$ cat src/rtl/ckp_pkg.sv
package ckp_pkg;

  localparam int SAMPLE_WIDTH = 16;
  localparam int ANGLE_WIDTH  = 16;
  localparam int OUT_WIDTH    = 18;

  // Phase accumulator: a full turn is 2^PH_W.
  localparam int PH_W         = 32;
  localparam int CORDIC_STEPS = 20;
  localparam logic signed [PH_W-1:0] CORDIC_X0 = 32'sd652032875;

  // Sine and cosine leave the rotator in Q14, with room for the sign and a small overshoot.
  localparam int TRIG_FRAC = 14;
  localparam int TRIG_W    = TRIG_FRAC + 3;

  // sqrt(3)/2 in Q14.
  localparam int SQ3H_Q14  = 14189;
  localparam int CONST_W   = 15;

  // Forward alpha before scaling: 2A - B - C.
  localparam int AB_W   = SAMPLE_WIDTH + 2;
  // Forward beta before scaling: B - C.
  localparam int BP_W   = SAMPLE_WIDTH + 1;
  // Multiplier operand that holds a sample, the forward alpha or the scaled forward beta.
  localparam int OPX_W  = SAMPLE_WIDTH + CONST_W + 1;
  localparam int PROD_W = OPX_W + TRIG_W;
  // Accumulator for the Q28 sums.
  localparam int ACC_W  = SAMPLE_WIDTH + 36;
  // Inverse beta, narrowed before the sqrt(3)/2 scaling.
  localparam int INV_W  = SAMPLE_WIDTH + TRIG_W + 2;

  localparam logic [PH_W-1:0] ATAN_TURN [CORDIC_STEPS] = '{
    32'h20000000, 32'h12E4051E, 32'h09FB385B, 32'h051111D4, 32'h028B0D43,
    32'h0145D7E1, 32'h00A2F61E, 32'h00517C55, 32'h0028BE53, 32'h00145F2F,
    32'h000A2F98, 32'h000517CC, 32'h00028BE6, 32'h000145F3, 32'h0000A2F9,
    32'h0000517D, 32'h000028BE, 32'h0000145F, 32'h00000A30, 32'h00000518
  };

  typedef enum logic {
    REQ_FWD = 1'b0,
    REQ_INV = 1'b1
  } req_e;

  typedef enum logic [1:0] {
    QUAD_0   = 2'd0,
    QUAD_90  = 2'd1,
    QUAD_180 = 2'd2,
    QUAD_270 = 2'd3
  } quad_e;

  // Operands that ride alongside the rotator.
  typedef struct packed {
    req_e                     req;
    logic signed [SAMPLE_WIDTH-1:0] p1;
    logic signed [SAMPLE_WIDTH-1:0] p2;
    logic signed [AB_W-1:0]   al_pre;
    logic signed [OPX_W-1:0]  be_f;
  } side_t;

endpackage

$ cat src/rtl/ckp_prep.sv
module ckp_prep (
  input  logic                                   clk_i,
  input  logic                                   rst_ni,
  input  logic                                   valid_i,
  input  logic                                   req_type_i,
  input  logic signed [ckp_pkg::SAMPLE_WIDTH-1:0] in_first_i,
  input  logic signed [ckp_pkg::SAMPLE_WIDTH-1:0] in_second_i,
  input  logic signed [ckp_pkg::SAMPLE_WIDTH-1:0] in_third_i,
  input  logic        [ckp_pkg::ANGLE_WIDTH-1:0]  angle_i,
  output logic                                   valid_o,
  output ckp_pkg::side_t                         side_o,
  output ckp_pkg::quad_e                         quad_o,
  output logic signed [ckp_pkg::PH_W-1:0]        z_o
);

  localparam int PH_W = ckp_pkg::PH_W;

  logic [PH_W-1:0] phase;
  logic [PH_W-1:0] quad_sum;
  logic [1:0]      quad_bits;
  logic [PH_W-1:0] resid;

  logic signed [ckp_pkg::AB_W-1:0]  al_pre_d;
  logic signed [ckp_pkg::BP_W-1:0]  be_pre_d;
  logic signed [ckp_pkg::OPX_W-1:0] be_f_d;

  logic                                   va_q;
  ckp_pkg::req_e                          req_a_q;
  logic signed [ckp_pkg::SAMPLE_WIDTH-1:0] p1_a_q;
  logic signed [ckp_pkg::SAMPLE_WIDTH-1:0] p2_a_q;
  logic signed [ckp_pkg::AB_W-1:0]        al_a_q;
  logic signed [ckp_pkg::BP_W-1:0]        be_a_q;
  ckp_pkg::quad_e                         quad_a_q;
  logic signed [PH_W-1:0]                 z_a_q;

  logic                   vb_q;
  ckp_pkg::side_t         side_b_q;
  ckp_pkg::quad_e         quad_b_q;
  logic signed [PH_W-1:0] z_b_q;

  // Fold the angle to the nearest quadrant; the rest lies within one eighth of a turn.
  always_comb begin
    phase     = {angle_i, {(PH_W-ckp_pkg::ANGLE_WIDTH){1'b0}}};
    quad_sum  = phase + (PH_W'(1) << (PH_W-3));
    quad_bits = quad_sum[PH_W-1 -: 2];
    resid     = phase - {quad_bits, {(PH_W-2){1'b0}}};
  end

  assign al_pre_d = (ckp_pkg::AB_W'(in_first_i) <<< 1) - ckp_pkg::AB_W'(in_second_i)
                    - ckp_pkg::AB_W'(in_third_i);
  assign be_pre_d = ckp_pkg::BP_W'(in_second_i) - ckp_pkg::BP_W'(in_third_i);
  assign be_f_d   = ckp_pkg::OPX_W'(be_a_q)
                    * ckp_pkg::OPX_W'(ckp_pkg::SQ3H_Q14);

  always_ff @(posedge clk_i or negedge rst_ni) begin
    if (!rst_ni) begin
      va_q <= 1'b0;
      vb_q <= 1'b0;
    end else begin
      va_q <= valid_i;
      vb_q <= va_q;
    end
  end

  always_ff @(posedge clk_i) begin
    req_a_q  <= ckp_pkg::req_e'(req_type_i);
    p1_a_q   <= in_first_i;
    p2_a_q   <= in_second_i;
    al_a_q   <= al_pre_d;
    be_a_q   <= be_pre_d;
    quad_a_q <= ckp_pkg::quad_e'(quad_bits);
    z_a_q    <= $signed(resid);

    side_b_q.req    <= req_a_q;
    side_b_q.p1     <= p1_a_q;
    side_b_q.p2     <= p2_a_q;
    side_b_q.al_pre <= al_a_q;
    side_b_q.be_f   <= be_f_d;
    quad_b_q        <= quad_a_q;
    z_b_q           <= z_a_q;
  end

  assign valid_o = vb_q;
  assign side_o  = side_b_q;
  assign quad_o  = quad_b_q;
  assign z_o     = z_b_q;

endmodule

$ cat config.mk
export PLATFORM = sky130hd
export DESIGN_NAME = ckp_prep
export DESIGN_NICKNAME = d
export VERILOG_FILES = /design/src/rtl/ckp_pkg.sv /design/src/rtl/ckp_prep.sv
export SDC_FILE = /design/constraint.sdc
export NUM_CORES = 1
export LEC_CHECK = 0
export BUFFER_PORTS_ARGS = -buffer_cell sky130_fd_sc_hd__buf_2
export CAP_MARGIN = 20
export CORE_MARGIN = 10
export CORE_UTILIZATION = 55
export DETAILED_ROUTE_END_ITERATION = 6
export PLACE_DENSITY = 0.76
export SLEW_MARGIN = 25
export SYNTH_ARGS = -nofsm -noshare
export SYNTH_HDL_FRONTEND = slang
export SYNTH_SLANG_ARGS = --single-unit
$ cat constraint.sdc
create_clock -name clk_i -period 7.5 [get_ports clk_i]
set_input_delay 1.5 -clock clk_i [delete_from_list [all_inputs] [get_ports clk_i]]
set_output_delay 1.5 -clock clk_i [all_outputs]
set_load 0.01 [all_outputs]
==> impl.org <==
** Synthesis
- Cell area after synthesis :: 12100 um^2
- The most common cell in the synthesized netlist is inv_1.
- Post-synthesis sequential area ratio :: 31.4%
- The synthesized design contains 189 register bits.
- After synthesis, the most frequently instantiated cells are inv_1 (245), dfxtp_1 (187), ha_1 (169).
- The average instance in the mapped netlist occupies 10.6 um^2.
- Of all flip-flops after synthesis, the portion carrying an async set or reset was 1.06%.
- YS warnings :: 0
- Area fraction of the dominant cell type after synthesis :: 31.0%
- Counting flops with a built-in enable in the synthesized netlist gives 0.
- Yosys attributes the largest share of cell area to dfxtp_1 (31%), fa_1 (23%), ha_1 (17%).
- Dominant synthesized flop cell :: dfxtp_1
- The number of different library cells used by synthesis comes to 58.
- Number of instances in the synthesized netlist :: 1140
- Post-synthesis cell type with the largest combined area :: dfxtp_1

** Detailed routing
- Wirelength per Cell :: 15.9 um
- Total routed wirelength :: 25.6 mm
- Once detail routing completed, the nets flagged for antenna violations numbered 0.
- The first TritonRoute pass finished after 5 iterations.
- For this block, the initial DRC count from the detailed router was 396.
- Using the TritonRoute via totals, the vias-per-cell ratio works out to 5.04.
- In the routed design, unresolved DRC markers number 0.
- Vias :: 8119

** Clocking
- Root Buffer :: clkbuf_16
- Gates resized during post-CTS repair numbered 0.
- Clock-pin slew was measured on the worst setup and hold paths at 0.09 ns.
- The clock passes through at most 2 buffers.
- Clock buffer count from CTS :: 17
- Setup fix buffers added after clock tree synthesis :: 0
- The clock reaches the later pin of the worst-skew pair after 0.44 ns.
- Number of H-tree levels :: 4
- Count of hold buffers inserted by post-cts repair :: 0
- TritonCTS built the clock tree.
- Clock tree synthesis found a total of 189 sinks.

** Global routing
- The initial antenna violation count came to 1.
- The first global-routing pass estimated 43.2 mm of wire.
- Global routing used 18.7% of the available tracks.
- Number of global-route vias before repair :: 8815
- Total global routing overflow :: 0
- Maximum number of pins on one net before global-route repair :: 25

** Setup path
- For this run, the slowest stage of the critical path takes 0.55 ns.
- In this run the critical register-to-register path is launched from be_a_q[16].
- Worst-path cell chain :: buf_4 -> ha_1 -> fa_1 -> inv_1 -> fa_1 -> fa_1 -> fa_1 -> inv_1 -> fa_1 -> inv_1 -> ha_1 -> a21o_1 -> a31o_1 -> a21o_1 -> a21o_1 -> a221o_1 -> a41o_1 -> xor2_1
- CP max FO :: 23
- STA classifies the critical path endpoint as a register.
- The most numerous cell type found on the critical path is fa_1.
- Worst Setup Start Kind :: register
- By startpoint and endpoint, the worst setup path is classified as reg -> reg.
- Data on the critical path arrives at its endpoint at 6.02 ns.
- Launching instance or port of the critical path :: be_a_q[16]
- Data required time at the worst endpoint :: 7.84 ns
- The critical path contains buffers and inverters numbering 4 combined.
- Critical path's slowest cell :: fa_1
- Cell family contributing the most delay on the critical path :: adder cells

** Outcome
- The flow ran to the end, and the final reports show no timing, DRC or antenna violations.

** Die
- Effective utilization at floorplan :: 55.6%
- Die outline height :: 168 um
- Horizontal extent of the die :: 168 um
- Boundary Pins :: 186
- The floorplan step defined a core boundary enclosing 21800 um^2.
- Cell Rows :: 54
- DIE AREA :: 28300 um^2

** Cells and area
- Cells fill 63.6% of the core in the end.
- In the final layout, the share of cells above drive strength 1 is 15.8%.
- The repair_antennas step left the layout with diodes totalling 0.
- Signed area change from the synthesized netlist to the final layout :: 14.4%
- For this run, the post-layout net count is 1692.
- After filler insertion, the fill cell instance count of the layout stands at 1760.

** STA
- Accumulated negative setup slack :: 0 ns
- Worst clock skew :: 0.0111 ns
- Normalized max-slew margin :: 53.6%
- Final Max Tran Viols :: 0
- Of the available clock period, the critical path in the final layout requires 75.7%.
- Setup violations remaining at the end of the flow were counted as 0.
- Fin. Hold Viols :: 0
- Setup slack closes at 1.82 ns.
- Highest clock frequency the design can meet :: 176 MHz
- At the pin with the least slew margin, the transition time is 0.693 ns.
- Shortest period the worst path allows :: 5.68 ns
- Setup repair after global routing left no endpoint under its margin.

** Place
- Half-perimeter wire length after placement :: 20.7 mm
- Routability-driven placement finished with a final weighted congestion of 0.937.
- Number of buffers added on ports :: 169
- Minimum setup slack after placement :: 1.83 ns

** Run
- Across the run, the number of max-cap violations was 0.

** Hold path
- Worst min-delay path startpoint :: z_a_q[24]
- Kind of path behind the tightest hold check :: reg -> reg
layout make-up:
cell class                 count  area (um^2)  area share (%)
clock inverter                15          221            1.60
inverter                     245          920            6.65
tap                          280          350            2.53
timing repair buffer         170          853            6.17
clock buffer                  17          425            3.07
sequential                   189         3790            27.4
multi-input combinational    696         7270            52.6
layer usage:
metal / global-route usage (%) / wire (um)
met1: 21.7 / 10500
met2: 32.1 / 12600
met3: 5.54 / 1810
met4: 6.32 / 594
met5: 0 / 0
placed cells by master (no fill, tap or decap), drive strengths merged, types with 2 or more instances in the layout:
cell type  synthesis  routed
inv              245     257
dfxtp            187     187
buf               19     170
ha               169     169
fa               136     136
a21oi             50      50
nor2              45      45
xnor2             39      39
xor2              29      29
a21o              28      28
o21ai             28      28
nand2             26      26
clkbuf             6      17
conb               1      16
nor3              14      14
nand3             12      12
o21bai            11      11
a211oi            10      10
a31oi              8       8
o21a               8       8
nand2b             7       7
o31ai              6       6
or3                6       6
nand4              4       4
nor2b              4       4
o22ai              3       3
o31a               3       3
clkinv             0       3
and3               3       3
and2               3       3
o211ai             3       3
nor4               3       3
nand3b             2       2
nor4b              2       2
a211o              2       2
or2                2       2
dfrtp              2       2
kinds of logic after synthesis:
| logic type | after synthesis | share of synthesized area, % |
|---|---|---|
| AOI/OAI and AO/OA | 170 | 9.09 |
| xor gates and xnor gates | 68 | 4.92 |
| adders and majority gates | 305 | 40.0 |
| buffers and inverters | 270 | 8.95 |
| DFF | 189 | 31.4 |
| muxes | 1 | 0.0828 |
| other | 1 | 0.0310 |
| and+or+nand+nor | 136 | 5.56 |
stage by stage:
step / area, um^2 / hold slack [ns] / std cells
final: 13800 / 0.327 / 1612
after global routing: 13800 / 0.324 / 1612
after CTS: 13800 / 0.325 / 1612
after detailed placement: 13200 / 0.312 / 1580
after global placement: 13200 / 0.310 / 1580
after floorplan: 12200 / 0.310 / 1155
path summary, 6_finish.rpt:
| path | end | cells after the start | slack [ns] |
|---|---|---|---|
| max | side_o[26] | 18 | 1.82 |
| min | z_o[24] | 0 | 0.33 |
| max reg2reg | side_o[26] | 18 | 1.82 |
| min reg2reg | z_o[24] | 0 | 0.33 |
| max in group asynchronous | valid_o | 1 | 6.59 |
| min in group asynchronous | va_q | 1 | 0.82 |
registers in the layout (all words and copies together) (netlist names), 16 cells and up:
register  cells
p1_a_q       16
be_a_q       17
z_o          16
side_o       83
z_a_q        16
p2_a_q       16
al_a_q       18
Power is left out: the tool's default activity adds up to more than one toggle a clock period on the data nets, which glitch-free logic cannot reach.
